`src/hdl/kemt_pkg.sv`:
```
`timescale 1ns / 1ps
// Shared types, constants and the event-code decoder for the key event tracker.
// Used by kemt_ctrl, kemt_dp and key_event_matrix_tracker_core; depends on nothing.
package kemt_pkg;

    localparam int MapRows = 7;
    localparam int MapCols = 8;
    localparam int MapBits = MapRows * MapCols;
    localparam int IdxW    = $clog2(MapBits);

    localparam logic CMD_EVENT  = 1'b0;
    localparam logic CMD_REPORT = 1'b1;

    typedef struct packed {
        logic            hit;
        logic            set;
        logic [IdxW-1:0] idx;
    } t_key_dec;

    typedef struct packed {
        logic apply_event;
        logic load_scan;
        logic step;
        logic emit;
        logic emit_valid;
        logic emit_last;
    } t_ctrl_cmd;

    typedef struct packed {
        logic cur_bit;
        logic rest_any;
    } t_dp_stat;

    // The key number is split into row and column by a multiply with the
    // reciprocal of ten (205 / 2048), which is exact for all seven-bit keys.
    function automatic t_key_dec f_decode(input logic [7:0] code);
        logic [6:0]  key;
        logic [14:0] prod;
        logic [3:0]  row;
        logic [6:0]  col;
        t_key_dec    d;
        key   = code[6:0] - 7'd1;
        prod  = 15'(key) * 15'd205;
        row   = prod[14:11];
        col   = key - 7'(row) * 7'd10;
        d.hit = (code[6:0] != 7'd0) && (row < 4'(MapRows)) && (col < 7'(MapCols));
        d.set = code[7];
        d.idx = {row[2:0], col[2:0]};
        return d;
    endfunction

endpackage

```
`src/hdl/kemt_ctrl.sv`:
```
`timescale 1ns / 1ps
// Controller for the key event tracker: accepts commands and sequences the map scan.
// Depends on kemt_pkg.
module kemt_ctrl
    import kemt_pkg::*;
(
    input  logic      i_clk,
    input  logic      i_rst_n,
    input  logic      start,
    input  logic      i_cmd,
    input  t_dp_stat  i_stat,
    output logic      busy,
    output t_ctrl_cmd o_ctl
);

    localparam logic S_IDLE = 1'b0;
    localparam logic S_SCAN = 1'b1;

    logic r_state;
    logic n_state;
    logic take;

    assign busy = (r_state != S_IDLE);
    assign take = start && !busy;

    always_comb begin
        n_state = r_state;
        o_ctl   = '0;
        case (r_state)
            S_IDLE: begin
                if (take && (i_cmd == CMD_EVENT)) begin
                    o_ctl.apply_event = 1'b1;
                end
                if (take && (i_cmd == CMD_REPORT)) begin
                    o_ctl.load_scan = 1'b1;
                    n_state         = S_SCAN;
                end
            end
            S_SCAN: begin
                // An empty map shows neither a current nor a remaining bit on the
                // first scan step, which yields the single invalid result.
                o_ctl.step       = 1'b1;
                o_ctl.emit       = i_stat.cur_bit || !i_stat.rest_any;
                o_ctl.emit_valid = i_stat.cur_bit;
                o_ctl.emit_last  = !i_stat.rest_any;
                if (!i_stat.rest_any) begin
                    n_state = S_IDLE;
                end
            end
            default: begin
                n_state = S_IDLE;
            end
        endcase
    end

    always_ff @(posedge i_clk) begin
        if (!i_rst_n) begin
            r_state <= S_IDLE;
        end else begin
            r_state <= n_state;
        end
    end

endmodule

```
`src/hdl/kemt_dp.sv`:
```
`timescale 1ns / 1ps
// Datapath for the key event tracker: pressed map, scan shifter and result registers.
// Depends on kemt_pkg.
module kemt_dp
    import kemt_pkg::*;
(
    input  logic       i_clk,
    input  logic       i_rst_n,
    input  t_ctrl_cmd  i_ctl,
    input  logic [7:0] i_event_code,
    output t_dp_stat   o_stat,
    output logic       o_strobe,
    output logic [3:0] o_key_x,
    output logic [1:0] o_key_y,
    output logic       o_key_valid,
    output logic       o_last
);

    logic [MapBits-1:0] r_map;
    logic [MapBits-1:0] n_map;
    logic [MapBits-1:0] r_scan;
    logic [IdxW-1:0]    r_idx;
    logic               r_strobe;
    logic [3:0]         r_key_x;
    logic [1:0]         r_key_y;
    logic               r_key_valid;
    logic               r_last;
    t_key_dec           dec;

    assign dec = f_decode(i_event_code);

    always_comb begin
        n_map = r_map;
        if (i_ctl.apply_event && dec.hit) begin
            n_map[dec.idx] = dec.set;
        end
    end

    // The scan copy moves one position per step, so bit zero is always the
    // position named by the index counter.
    assign o_stat.cur_bit  = r_scan[0];
    assign o_stat.rest_any = |r_scan[MapBits-1:1];

    always_ff @(posedge i_clk) begin
        if (!i_rst_n) begin
            r_map    <= '0;
            r_strobe <= 1'b0;
        end else begin
            r_map    <= n_map;
            r_strobe <= i_ctl.emit;
        end
    end

    always_ff @(posedge i_clk) begin
        if (i_ctl.load_scan) begin
            r_scan <= r_map;
            r_idx  <= '0;
        end else if (i_ctl.step) begin
            r_scan <= {1'b0, r_scan[MapBits-1:1]};
            r_idx  <= r_idx + 1'b1;
        end
        if (i_ctl.emit) begin
            if (i_ctl.emit_valid) begin
                r_key_x <= {r_idx[5:3], r_idx[2]};
                r_key_y <= r_idx[1:0];
            end else begin
                r_key_x <= '0;
                r_key_y <= '0;
            end
            r_key_valid <= i_ctl.emit_valid;
            r_last      <= i_ctl.emit_last;
        end
    end

    assign o_strobe    = r_strobe;
    assign o_key_x     = r_key_x;
    assign o_key_y     = r_key_y;
    assign o_key_valid = r_key_valid;
    assign o_last      = r_last;

endmodule

```
`src/hdl/key_event_matrix_tracker_core.sv`:
```
`timescale 1ns / 1ps
// Key event tracker. An event command updates the 7x8 pressed map in the cycle it is
// accepted and keeps busy low. A report loads the map into the scan shifter, then scans
// it one position per cycle, ending after the last pressed key; busy is high for the scan,
// and each result goes to the output registers with o_strobe high for one cycle.
// The receiver cannot stall. Synchronous active-low reset clears the map and controller.
// Depends on kemt_pkg, kemt_ctrl and kemt_dp.
module key_event_matrix_tracker_core
    import kemt_pkg::*;
(
    input  logic       i_clk,
    input  logic       i_rst_n,
    input  logic       start,
    output logic       busy,
    input  logic       i_cmd,
    input  logic [7:0] i_event_code,
    output logic       o_strobe,
    output logic [3:0] o_key_x,
    output logic [1:0] o_key_y,
    output logic       o_key_valid,
    output logic       o_last
);

    t_ctrl_cmd ctl;
    t_dp_stat  stat;

    kemt_ctrl u_ctrl (
        .i_clk   (i_clk),
        .i_rst_n (i_rst_n),
        .start   (start),
        .i_cmd   (i_cmd),
        .i_stat  (stat),
        .busy    (busy),
        .o_ctl   (ctl)
    );

    kemt_dp u_dp (
        .i_clk        (i_clk),
        .i_rst_n      (i_rst_n),
        .i_ctl        (ctl),
        .i_event_code (i_event_code),
        .o_stat       (stat),
        .o_strobe     (o_strobe),
        .o_key_x      (o_key_x),
        .o_key_y      (o_key_y),
        .o_key_valid  (o_key_valid),
        .o_last       (o_last)
    );

endmodule
```
`config.mk`:
```
export PLATFORM = sky130hd
export DESIGN_NAME = key_event_matrix_tracker_core
export DESIGN_NICKNAME = d
export VERILOG_FILES = /design/src/hdl/kemt_pkg.sv /design/src/hdl/kemt_ctrl.sv /design/src/hdl/kemt_dp.sv /design/src/hdl/key_event_matrix_tracker_core.sv
export SDC_FILE = /design/constraint.sdc
export NUM_CORES = 1
export LEC_CHECK = 0
export BUFFER_PORTS_ARGS = -buffer_cell sky130_fd_sc_hd__buf_2
export CORE_AREA = 3 3 122 124
export CTS_CLUSTER_DIAMETER = 100
export CTS_CLUSTER_SIZE = 12
export DETAILED_ROUTE_END_ITERATION = 7
export DIE_AREA = 0 0 125 127
export PLACE_DENSITY = 0.63
export SKIP_CTS_REPAIR_TIMING = 1
export SKIP_LAST_GASP = 1
export SLEW_MARGIN = 25
export SYNTH_ARGS = -nofsm -noshare
export SYNTH_HDL_FRONTEND = slang
export SYNTH_SLANG_ARGS = --single-unit
```
`constraint.sdc`:
```
create_clock -name i_clk -period 10.6 [get_ports i_clk]
set_clock_uncertainty 0.1 [all_clocks]
set_input_delay 0.53 -clock i_clk [delete_from_list [all_inputs] [get_ports i_clk]]
set_output_delay 0.53 -clock i_clk [all_outputs]
set_load 0.01 [all_outputs]
```
; After elaboration in Yosys (flattened, before gate mapping)
; Cells that the tools add are included.
; W data, S select, Z words.
[totals]
register_bits = 128
out_inout_bits = 10
word_cells = 44
[op_classes]
addsub = 3
multipliers = 2
order_cmp = 4
mux = 11
n_bitwise = 2
n_reduce_logical = 13
[op_table]
columns = operator, n
row1 = $mux W56, 2
row2 = $bwmux W56, 1
row3 = $reduce_or A55 Y1, 1
row4 = $mul A7 B8 Y15 const B, 1
row5 = $logic_and A1 B1 Y1, 7
row6 = $lt A6 B7 Y1 const B, 1
row7 = $lt A7 B4 Y1 const B, 1
row8 = $reduce_bool A7 Y1, 1
row9 = $sub A7 B1 Y7 const B, 1
row10 = $sub A7 B7 Y7, 1
row11 = $add A6 B1 Y6 const B, 1
row12 = $demux W1 S6, 1
row13 = $ge A6 B1 Y1 const B, 1
row14 = $mul A4 B3 Y6 const B, 1
row15 = $lt A4 B3 Y1 const B, 1
row16 = $mux W1, 4
row17 = $mux W4, 1
row18 = $logic_not A1 Y1, 2
row19 = $mux W2, 1
row20 = $not A1 Y1, 2
row21 = $pmux W1 S2, 1
row22 = $reduce_bool A2 Y1, 1
row23 = $logic_or A1 B1 Y1, 1

; Depth between registers and ports, before layout
; Gate-level depths: netlist (run 1).
[logic_depth]
ltp_word = 9
depth_mapped = 32
mapped_depth_nobuf = 29

; By module
; Synthesis (run 1) repeated with hierarchy kept, for this count alone.
[unflattened]
hier_cells = 615
area_unflattened_um2 = 6901.6
[modules_own_cells]
columns = module, n_inst, cells_each, area_each_um2, seq_area_each_um2
row1 = kemt_dp, 1, 603, 6817.8, 3183.1
row2 = kemt_ctrl, 1, 12, 83.8, 20.0

; Worst setup path before layout (run 1)
; No wires, ideal clock.
[synth_path]
kind = input -> register
startpoint = input i_event_code[0]
endpoint = register u_dp.r_map[31]
setup_ps = 88
t_arrival_ps = 7631
setup_slack_ps = 2781
path_stages = 30
path_cell_list = clkbuf_1 > inv_1 > ha_1 > nor3b_1 > xnor2_1 > inv_1 > ha_1 > ha_1 > fa_1 > inv_1 > fa_1 > inv_1 > ha_1 > nand4_1 > or4_4 > a21oi_1 > a211o_1 > xor2_2 > xnor2_1 > ha_1 > inv_1 > fa_1 > nand2_1 > mux2_2 > and3b_1 > a22o_2 > nand4_1 > clkbuf_1 > o211ai_1 > o31ai_1
[synth_between]
elab_chain_cells = 9
[synth_lines]
columns = item, line_no
row1 = start: declaration, key_event_matrix_tracker_core.sv:16  ; input logic [7:0] i_event_code,
row2 = $sub A7 B1 Y7, kemt_pkg.sv:42  ; key = code[6:0] - 7'd1;
row3 = $mul A7 B8 Y15, kemt_pkg.sv:43  ; prod = 15'(key) * 15'd205;
row4 = $mul A4 B3 Y6, kemt_pkg.sv:45  ; col = key - 7'(row) * 7'd10;
row5 = $sub A7 B7 Y7, kemt_pkg.sv:45
row6 = $lt A6 B7 Y1 (implied by the code) / $ge A6 B1 Y1 (equally long branches), kemt_dp.sv:35  ; n_map[dec.idx] = dec.set;
row7 = $logic_and A1 B1 Y1 (implied by the code), kemt_dp.sv:35
row8 = $mux W1 (implied by the code), kemt_dp.sv:35
row9 = $demux W1 S6, -
row10 = $bwmux W56, kemt_dp.sv:35
row11 = end signal: assignment, kemt_dp.sv:49  ; r_map <= n_map;
row12 = end: declaration, kemt_dp.sv:19  ; logic [MapBits-1:0] r_map;
; Parallel ways exist; a longest one is shown, timed or not.
; A chain may end at the register's enable or synchronous reset.

; Final worst setup path (run 1)
[layout_path]
startpoint = input i_event_code[0]
endpoint = register u_dp.r_map[27]
; The elaborated chain is that of the path after synthesis.

==> metrics.txt, run 1 <==
status finished, final reports clean; compound-gate portion of the synthesized area 10.0%; required time worst endpoint around 11 ns; Commonest cells post-synth nand2_1 (223), dfxtp_1 (64), edfxtp_1 (64), ha_1 (38), clkbuf_1 (36); vias in the first global route 5,221; endpoints failing setup 0; period utilization 80.1%; DIE WIDTH 125 um; Setup crit end kind flop; GPL Wtd Cong 0.807; mux cell area share after synthesis 3.77%; Longest Clk Path Bufs 2; CP arrival 8.65 ns; synth top area cells edfxtp_1 (28%), dfxtp_1 (18%), nand2_1 (12%), ha_1 (6.8%), mux2i_1 (3.6%); HP Class in -> reg; final instance area 7800 sq um; pwr dens 260 nW/um^2; Main synth FF type edfxtp_1; Final Core Density between 50% and 60%; Final min period 8.49 ns; sequential area share after synthesis between 40 and 50%; row count 43; mapped cell area 6950 sq um; Synth Warn # 0; initial antenna violation count 0; syn nets 787; Clk Latency, worst-skew pair 0.42 ns; startpoint types primary input; vias 5,241; core area 13,900 sq um; CP Buf/Inv Count 7; slew margin rel. 42.3%; DRT Pass-1 Iters 5; leakage 0.00324 uW; CTS Buf Count 17; top-level port count 22; DP Wirelength between 10,000 and 15,000 um; PortBufs 21; setup TNS 0 ns; CTS Sinks 128; Mapped Cells 727; Post-synth ARST share 0%; largest net degree at the start of global routing between 60 and 70; Slowest cell on crit path nand4_1; simple-gate share of the synthesized area 22.8%; most frequent CP cell inv_1; pre-CTS setup slack 1.75 ns; H-tree levels 4; Slew Viols, Final 0; Yosys top cell area share 27.7%; XOR/XNOR share of the synthesized area under 10%; Yosys cell types 54; GR Overflow Total 0; final net count 790; Post-synth EDFFs 64; Layout Cells excl Fill 923; RSZ-0062 raised after global routing false; first-pass GRT wire length 26,500 um; max cap viols 0; cell family contributing the most delay on the critical path adder cells; drt drc 0; Total GRT Usage 20.9%; synthesis-stage register bit count 128; critical path class in -> reg; Final WS setup 2.11 ns; adder-cell area share of the yosys netlist about 10%; Post-DP Area 7150 sq um; count leader, synth nand2_1; Final ANT Viol Nets 0; Die H between 100 and 150 um; clk slew on worst S/H paths 0.06 ns; Inserted Diodes 0; largest family of logic cells by synthesized area simple AND/OR/NAND/NOR gates; Via density 5.68; slowest cell delay on critical path 0.66 ns; CTS root buf clkbuf_16; per-cell routed wire length 17.1 um; maximum clock rate 0.118 GHz; Worst-Margin Slew between 0.8 and 0.9 ns; largest area contributor in the netlist edfxtp_1; initial core utilization 50.0%; WL final ~16,000 um; synth-to-layout area growth 12.3%; die footprint 15,900 sq um; share of cells above drive strength 1 9.83%; CP Max Fanout 14; CTS tree done; DRT iter0 DRCs 470; Post-Place Cells about 890; Post-Syn Area per Cell around 9.6 sq um; Hold Vio Cnt, Final 0; Peak VDD IR 0.169 mV
-- cells in the final DEF, fill, tap and decap left out, types with 5 or more instances in the layout --
| cell type | n |
|---|---|
| a21oi_1 | 16 |
| and2_1 | 5 |
| and3_1 | 9 |
| buf_2 | 21 |
| clkbuf_16 | 17 |
| clkbuf_8 | 5 |
| dfxtp_1 | 64 |
| edfxtp_1 | 64 |
| fa_1 | 10 |
| ha_1 | 38 |
| inv_1 | 31 |
| mux2i_1 | 25 |
| nand2_1 | 223 |
| nand3_1 | 5 |
| nand4_1 | 19 |
| nor2_1 | 13 |
| nor2b_1 | 6 |
| nor3_1 | 7 |
| nor3b_1 | 5 |
| nor4_1 | 14 |
| o211ai_1 | 30 |
| o31ai_1 | 28 |
| o41ai_1 | 5 |
| or3_1 | 5 |
| xnor2_1 | 15 |
| xor2_1 | 5 |
-- report_power, final --
part / internal [uW] / switching [uW]
registers: 554 / 18.0
clock network: 425 / 216
logic: 271 / 541
-- flip-flops by register name, indices dropped and copies added, names as in the netlist --
register and count:
u_dp.r_scan 56, u_dp.r_idx 6, u_dp.o_key_valid 1, u_ctrl.busy 1, u_dp.o_strobe 1, u_dp.o_key_x 4
u_dp.r_map 56, u_dp.o_last 1, u_dp.o_key_y 2
-- kinds of logic after synthesis --
| group | after synthesis |
|---|---|
| AO/OA/AOI/OAI | 93 |
| XOR/XNOR | 22 |
| multiplexers | 26 |
| adder cells (fa/ha/maj) | 50 |
| AND/OR/NAND/NOR | 333 |
| buffers and inverters | 75 |
| flip-flops | 128 |
-- area by class of cell --
cell class / instances / area (sq um)
inverters: 34 / 128
fillers: 1183 / 6080
flip-flops and latches: 128 / 3200
well taps: 180 / 225
multi-input cells: 524 / 3460
repair buffers: 25 / 135
clock inverters: 8 / 149
clock buffers: 24 / 502
-- stage by stage --
step	power (uW)	hold WS, ns
floorplan	1220	0.335
global placement	1370	0.348
detailed placement	1390	0.352
CTS	2030	0.337
global route	2160	0.357
finish	2020	0.359
-- worst paths after layout --
| check | startpoint | slack, ns | endpoint | cells past startpoint |
|---|---|---|---|---|
| max | i_event_code[0] | 2.11 | u_dp.r_map[27] | 30 |
| min | i_event_code[7] | 0.36 | u_dp.r_map[30] | 3 |
| max reg2reg | u_ctrl.busy | 7.76 | u_dp.r_map[27] | 6 |
| min reg2reg | u_dp.r_map[40] | 0.36 | u_dp.r_map[40] | 2 |
-- worst reg2reg max path: stages (launching register included) --
cell,delay (ns)
dfxtp_1,0.48
nand3b_1,0.25
a211o_1,0.28
nor2_1,0.31
nand4_1,0.72
o211ai_1,0.43
o31ai_1,0.12
-- layer usage --
metal	part of all wire, %	routed length [um]	up-vias	GRT usage [%]
li1	-	-	2577	-
met2	45	7140	158	32.0
met1	46	7300	2478	28.1
met5	0	0	-	0
met3	6.2	985	28	6.27
met4	2.3	363	0	8.23
(Power assumes the default switching activity.)
==> inputs of run 2 (changes only) <==
--- a/config.mk
+++ b/config.mk
@@ -11,7 +11,7 @@
 export CTS_CLUSTER_SIZE = 12
 export DETAILED_ROUTE_END_ITERATION = 7
 export DIE_AREA = 0 0 125 127
-export PLACE_DENSITY = 0.63
+export PLACE_DENSITY = 0.65
 export SKIP_CTS_REPAIR_TIMING = 1
 export SKIP_LAST_GASP = 1
 export SLEW_MARGIN = 25
==> constraint.sdc (replaced) <==
create_clock -name i_clk -period 7.59 [get_ports i_clk]
set_clock_uncertainty 0.1 [all_clocks]
set_input_delay 0.3795 -clock i_clk [delete_from_list [all_inputs] [get_ports i_clk]]
set_output_delay 0.3795 -clock i_clk [all_outputs]
set_load 0.01 [all_outputs]
==> run 2 against run 1 <==
  * Combinational power rose by 45%
  * Via count rose by 1.3%
  * Wire length up 3.0%
  * Utilization is 0.46 points higher
  * Die area is the same
  * Critical path depth down 3
  * Clock-buffer cell count fell by 4
  * Worst hold slack lost 0.13 ns
  * Sequential cell count unchanged
  * Clock power grew 25%
  * Highest routed layer unchanged
==> metrics.txt, run 2 (same netlist as run 1, synthesis figures left out) <==
status finished, final reports clean (unchanged); DRT Pass-1 Iters 7 (was 5); drt drc 0 (unchanged); pwr dens 354 nW/um^2 (was 260 nW/um^2); critical path class in -> reg (unchanged); setup TNS 0 ns (unchanged); CTS root buf clkbuf_16 (unchanged); instance count on the critical path 27 (was 30); met3 wire len 793 um (was 985 um); cell family contributing the most delay on the critical path adder cells (unchanged); H-tree levels 4 (unchanged); GR Overflow Total 0 (unchanged); CP Buf/Inv Count 5 (was 7); max cap viols 0 (unchanged); Peak VDD IR 0.184 mV (was 0.169 mV); Slew Viols, Final 0 (unchanged); startpoint types primary input (unchanged); core area 13,900 sq um (unchanged); Slowest cell on crit path or4_4 (was nand4_1); vias 5,308 (was 5,241); HP Class in -> reg (unchanged); Die H 127 um (unchanged); Layout Cells excl Fill 939 (was 923); CP Max Fanout 7 (was 14); synth-to-layout area growth 13.2% (was 12.3%); first-pass GRT wire length 26,500 um (about the same); leading cell type in the layout, fill and taps excluded nand2_1 (unchanged); WL final 16,300 um (was 15,800 um); DIE WIDTH 125 um (unchanged); PortBufs 21 (unchanged); leakage 0.00327 uW (was 0.00324 uW); initial antenna violation count 0 (unchanged); wl on met1 7350 um (was 7300 um); Max Used Layer met4 (unchanged); Clk Latency, worst-skew pair 0.41 ns (was 0.42 ns); Setup crit end kind flop (unchanged); Post-Place Cells 906 (was 891); Final ANT Viol Nets 0 (unchanged); RSZ-0062 raised after global routing false (unchanged); DP Wirelength 11,300 um (was 10,800 um); registers with the most flip-flops u_dp.r_map x56, u_dp.r_scan x56, u_dp.r_idx x6 (unchanged); slew margin rel. 51.0% (was 42.3%); met2 routed WL 7780 um (was 7140 um); maximum clock rate between 0.1 and 0.15 GHz; required time worst endpoint 7.75 ns (was 10.77 ns); final net count 806 (was 790); R2R cell count 5 (was 6); Inserted Diodes 0 (unchanged); Total GRT Usage 20.8% (was 20.9%); endpoints failing setup 0 (unchanged); r2r setup slk 4.98 ns (was 7.76 ns); share of cells above drive strength 1 11.3% (was 9.83%); Final WS setup 0.480 ns (was 2.11 ns); slowest cell delay on critical path 0.54 ns (was 0.66 ns); CTS Buf Count 17 (unchanged); Via density 5.65 (was 5.68); period utilization roughly 94%; DRT iter0 DRCs 502 (was 470); Hold Vio Cnt, Final 0 (unchanged); die footprint 15,900 sq um (unchanged); pre-CTS setup slack 0.0481 ns (was 1.75 ns); commonest non-fill, non-tap cells in the layout nand2_1 (223), dfxtp_1 (64), edfxtp_1 (64), ha_1 (38), inv_1 (31) (unchanged); per-cell routed wire length 17.3 um (was 17.1 um); row count 43 (unchanged); most frequent CP cell ha_1 (was inv_1); largest net degree at the start of global routing 63 (unchanged); clk slew on worst S/H paths 0.06 ns (about the same); initial core utilization 50.0% (unchanged); CTS tree done (unchanged); Final min period 7.11 ns; CP arrival 7.27 ns (was 8.65 ns); Longest Clk Path Bufs 2 (unchanged); Worst-Margin Slew 0.734 ns (was 0.859 ns); top-level port count 22 (unchanged); CTS Sinks 128 (unchanged); hold path cells 3 (unchanged); GPL Wtd Cong 0.915 (was 0.807); vias in the first global route 5,291 (was 5,221)
-- run 2: changes by cell type in the layout (fill, tap and decap cells not counted), moves of 2 or more --
cell	delta
buf_4	+16
clkinvlp_4	+2
clkbuf_8	-5
clkinv_1	+3
-- run 2: path summary, 6_finish.rpt --
check | startpoint | endpoint
setup / recovery | i_event_code[2] | u_dp.r_map[33]
hold / removal | i_event_code[7] | u_dp.r_map[38]
setup reg to reg | u_dp.r_scan[19] | u_dp.o_key_valid
hold reg to reg | u_dp.r_map[32] | u_dp.r_map[32]
-- run 2: stage by stage --
stage	util [%]	power [uW]	instance area [sq um]	hold WS, ns
6_report	56.7	2780	7860	0.229
3_3_place_gp	52.4	1920	7270	0.347
5_1_grt	56.7	2940	7860	0.225
3_5_place_dp	52.4	1970	7270	0.352
2_1_floorplan	-	1710	6960	0.335
4_1_cts	56.5	2770	7850	0.212
-- run 2: area by class of cell --
type / instances / area [sq um]
clock inverter: 12 / 141
multi-input combinational: 524 / 3470
timing repair buffer: 41 / 255
tap: 180 / 225
sequential: 128 / 3200
clock buffer: 20 / 437
inverter: 34 / 128
fill: 1231 / 6020
-- run 2: report_power, final --
group	total [uW]	internal (uW)	switching [uW]
clock network	801	511	290
logic	1180	407	774
registers	800	774	26.0
total	2780	1690	1090
-- run 2: worst register-to-register path: cells and delay by family, from the launching register on --
| kind | cells | cell delay, ns |
|---|---|---|
| and+or+nand+nor | 5 | 1.74 |
| DFF | 1 | 0.44 |
-- run 2: routing by layer --
layer,vias to the layer above,global-route usage [%]
met5,-,0
met4,0,8.04
met3,34,3.97
met2,145,34.2
met1,2521,27.5
li1,2608,-
==> inputs of run 3 (changes only) <==
==> constraint.sdc (replaced) <==
create_clock -name i_clk -period 6.35 [get_ports i_clk]
set_clock_uncertainty 0.1 [all_clocks]
set_input_delay 0.635 -clock i_clk [delete_from_list [all_inputs] [get_ports i_clk]]
set_output_delay 0.635 -clock i_clk [all_outputs]
set_load 0.01 [all_outputs]
==> run 3 against run 2 <==
  * The flow now finishes with violations (negative setup slack)
  * Register-to-register slack worse by 1.5 ns
  * Worst setup slack worse by 1.0 ns
  * Die area unchanged
  * First-iteration DRC count down 22%
  * Sequential share of layout area down 3.8 points
  * Worst hold slack better by 0.14 ns
  * Utilization up 5.9 points
  * Global-route usage up 0.81 points
==> metrics.txt, run 3 (same netlist as run 1, synthesis figures left out) <==
Final min period 6.91 ns; Setup crit end kind flop (unchanged); slew margin rel. 46.2% (was 51.0%); DRT Pass-1 Iters 5 (was 7); row count 43 (unchanged); DRT iter0 DRCs 390 (was 502); DP Wirelength 11,900 um (was 11,300 um); Longest Clk Path Bufs 2 (unchanged); Layout Cells excl Fill 1,003 (was 939); commonest non-fill, non-tap cells in the layout nand2_1 (204), buf_4 (74), dfxtp_1 (64), edfxtp_1 (64), ha_1 (34) (was nand2_1 (223), dfxtp_1 (64), edfxtp_1 (64), ha_1 (38), inv_1 (31)); GR Overflow Total 0 (unchanged); CTS tree done (unchanged); initial antenna violation count 0 (unchanged); pwr dens 441 nW/um^2 (was 354 nW/um^2); PortBufs 21 (unchanged); vias in the first global route 5,469 (was 5,291); vias 5,597 (was 5,308); largest net degree at the start of global routing 63 (unchanged); slowest cell delay on critical path 0.60 ns (was 0.54 ns); CTS Buf Count 17 (unchanged); GPL Wtd Cong 0.882 (was 0.915); Die H 127 um (unchanged); DIE WIDTH 125 um (unchanged); WL final 17,000 um (was 16,300 um); Slew Viols, Final 0 (unchanged); Total GRT Usage 21.6% (was 20.8%); CP Max Fanout 7 (unchanged); critical path class in -> reg (unchanged); startpoint types primary input (unchanged); maximum clock rate about 0.14 GHz; status finished, violations left (was finished, final reports clean); setup TNS -25.00 ns (was 0 ns); leakage 0.00372 uW (was 0.00327 uW); synth-to-layout area growth 25.0% (was 13.2%); Final WS setup -0.563 ns (was 0.480 ns); period utilization 109%; initial core utilization 50.0% (unchanged); r2r setup slk 3.47 ns (was 4.98 ns); CP arrival 7.14 ns (was 7.27 ns); drt drc 0 (unchanged); Post-Place Cells 969 (was 906); Clk Latency, worst-skew pair 0.41 ns (about the same); Slowest cell on crit path or4_4 (unchanged); violated checks negative setup slack; H-tree levels 4 (unchanged); registers with the most flip-flops u_dp.r_map x56, u_dp.r_scan x56, u_dp.r_idx x6 (unchanged); die footprint 15,900 sq um (unchanged); per-cell routed wire length 16.9 um (was 17.3 um); leading cell type in the layout, fill and taps excluded nand2_1 (unchanged); endpoints failing setup 56 (was 0); RSZ-0062 raised after global routing true (was false); Peak VDD IR 0.281 mV (was 0.184 mV); first-pass GRT wire length 27,600 um (was 26,500 um); CTS root buf clkbuf_16 (unchanged); required time worst endpoint 6.58 ns (was 7.75 ns); top-level port count 22 (unchanged); Worst-Margin Slew 0.805 ns (was 0.734 ns); share of cells above drive strength 1 24.8% (was 11.3%); pre-CTS setup slack -1.00 ns (was 0.0481 ns); HP Class reg -> reg (was in -> reg); Inserted Diodes 0 (unchanged); Via density 5.58 (was 5.65); clk slew on worst S/H paths 0.06 ns (about the same); CTS Sinks 128 (unchanged); core area 13,900 sq um (unchanged); max cap viols 0 (unchanged); Final ANT Viol Nets 0 (unchanged); final net count 870 (was 806); Hold Vio Cnt, Final 0 (unchanged)
[run 3: routing by layer]
layer  track usage, %  vias up  wire length [um]
met4             7.72        0               454
met3             4.56       35               807
met2             34.9      165              7920
met1             29.1     2657              7780
li1                 -     2740                 -
met5                0        -                 0
[run 3: worst paths after layout]
kind | startpoint | end | cells after the start
worst min-delay path | u_dp.r_map[38] | u_dp.r_map[38] | 2
worst max-delay path | i_event_code[3] | u_dp.r_map[46] | 29
worst min register to register | u_dp.r_map[38] | u_dp.r_map[38] | 2
worst max register to register | u_dp.r_scan[25] | u_dp.o_key_valid | 5
[run 3: where the power goes]
group,switching [uW],internal (uW)
Clock,359,616
Combinational,1070,823
Sequential,30.2,925
Total,1460,2360
[run 3: area by class of cell]
type / count / area, sq um
sequential: 128 / 3200
timing repair buffer: 105 / 803
clock inverter: 14 / 165
multi-input combinational: 524 / 3720
inverter: 34 / 135
fill: 1119 / 5200
tap: 180 / 225
clock buffer: 18 / 429
[run 3: per-stage QoR]
stage	total power, uW	instance area, sq um	utilization (%)	hold WS [ns]
global placement	2570	7850	56.5	0.347
floorplan	2080	7110	-	0.335
detailed placement	2600	7850	56.5	0.352
finish	3830	8680	62.5	0.366
global route	4050	8680	62.5	0.383
CTS	3580	8440	60.8	0.360
[run 3: critical path: cells and delay by family]
kind,cells,cell delay [ns]
and+or+nand+nor,7,1.83
adders and majority gates,7,2.46
buffers and inverters,6,0.56
xor gates and xnor gates,3,0.52
muxes,2,0.45
AOI/OAI and AO/OA,4,0.67
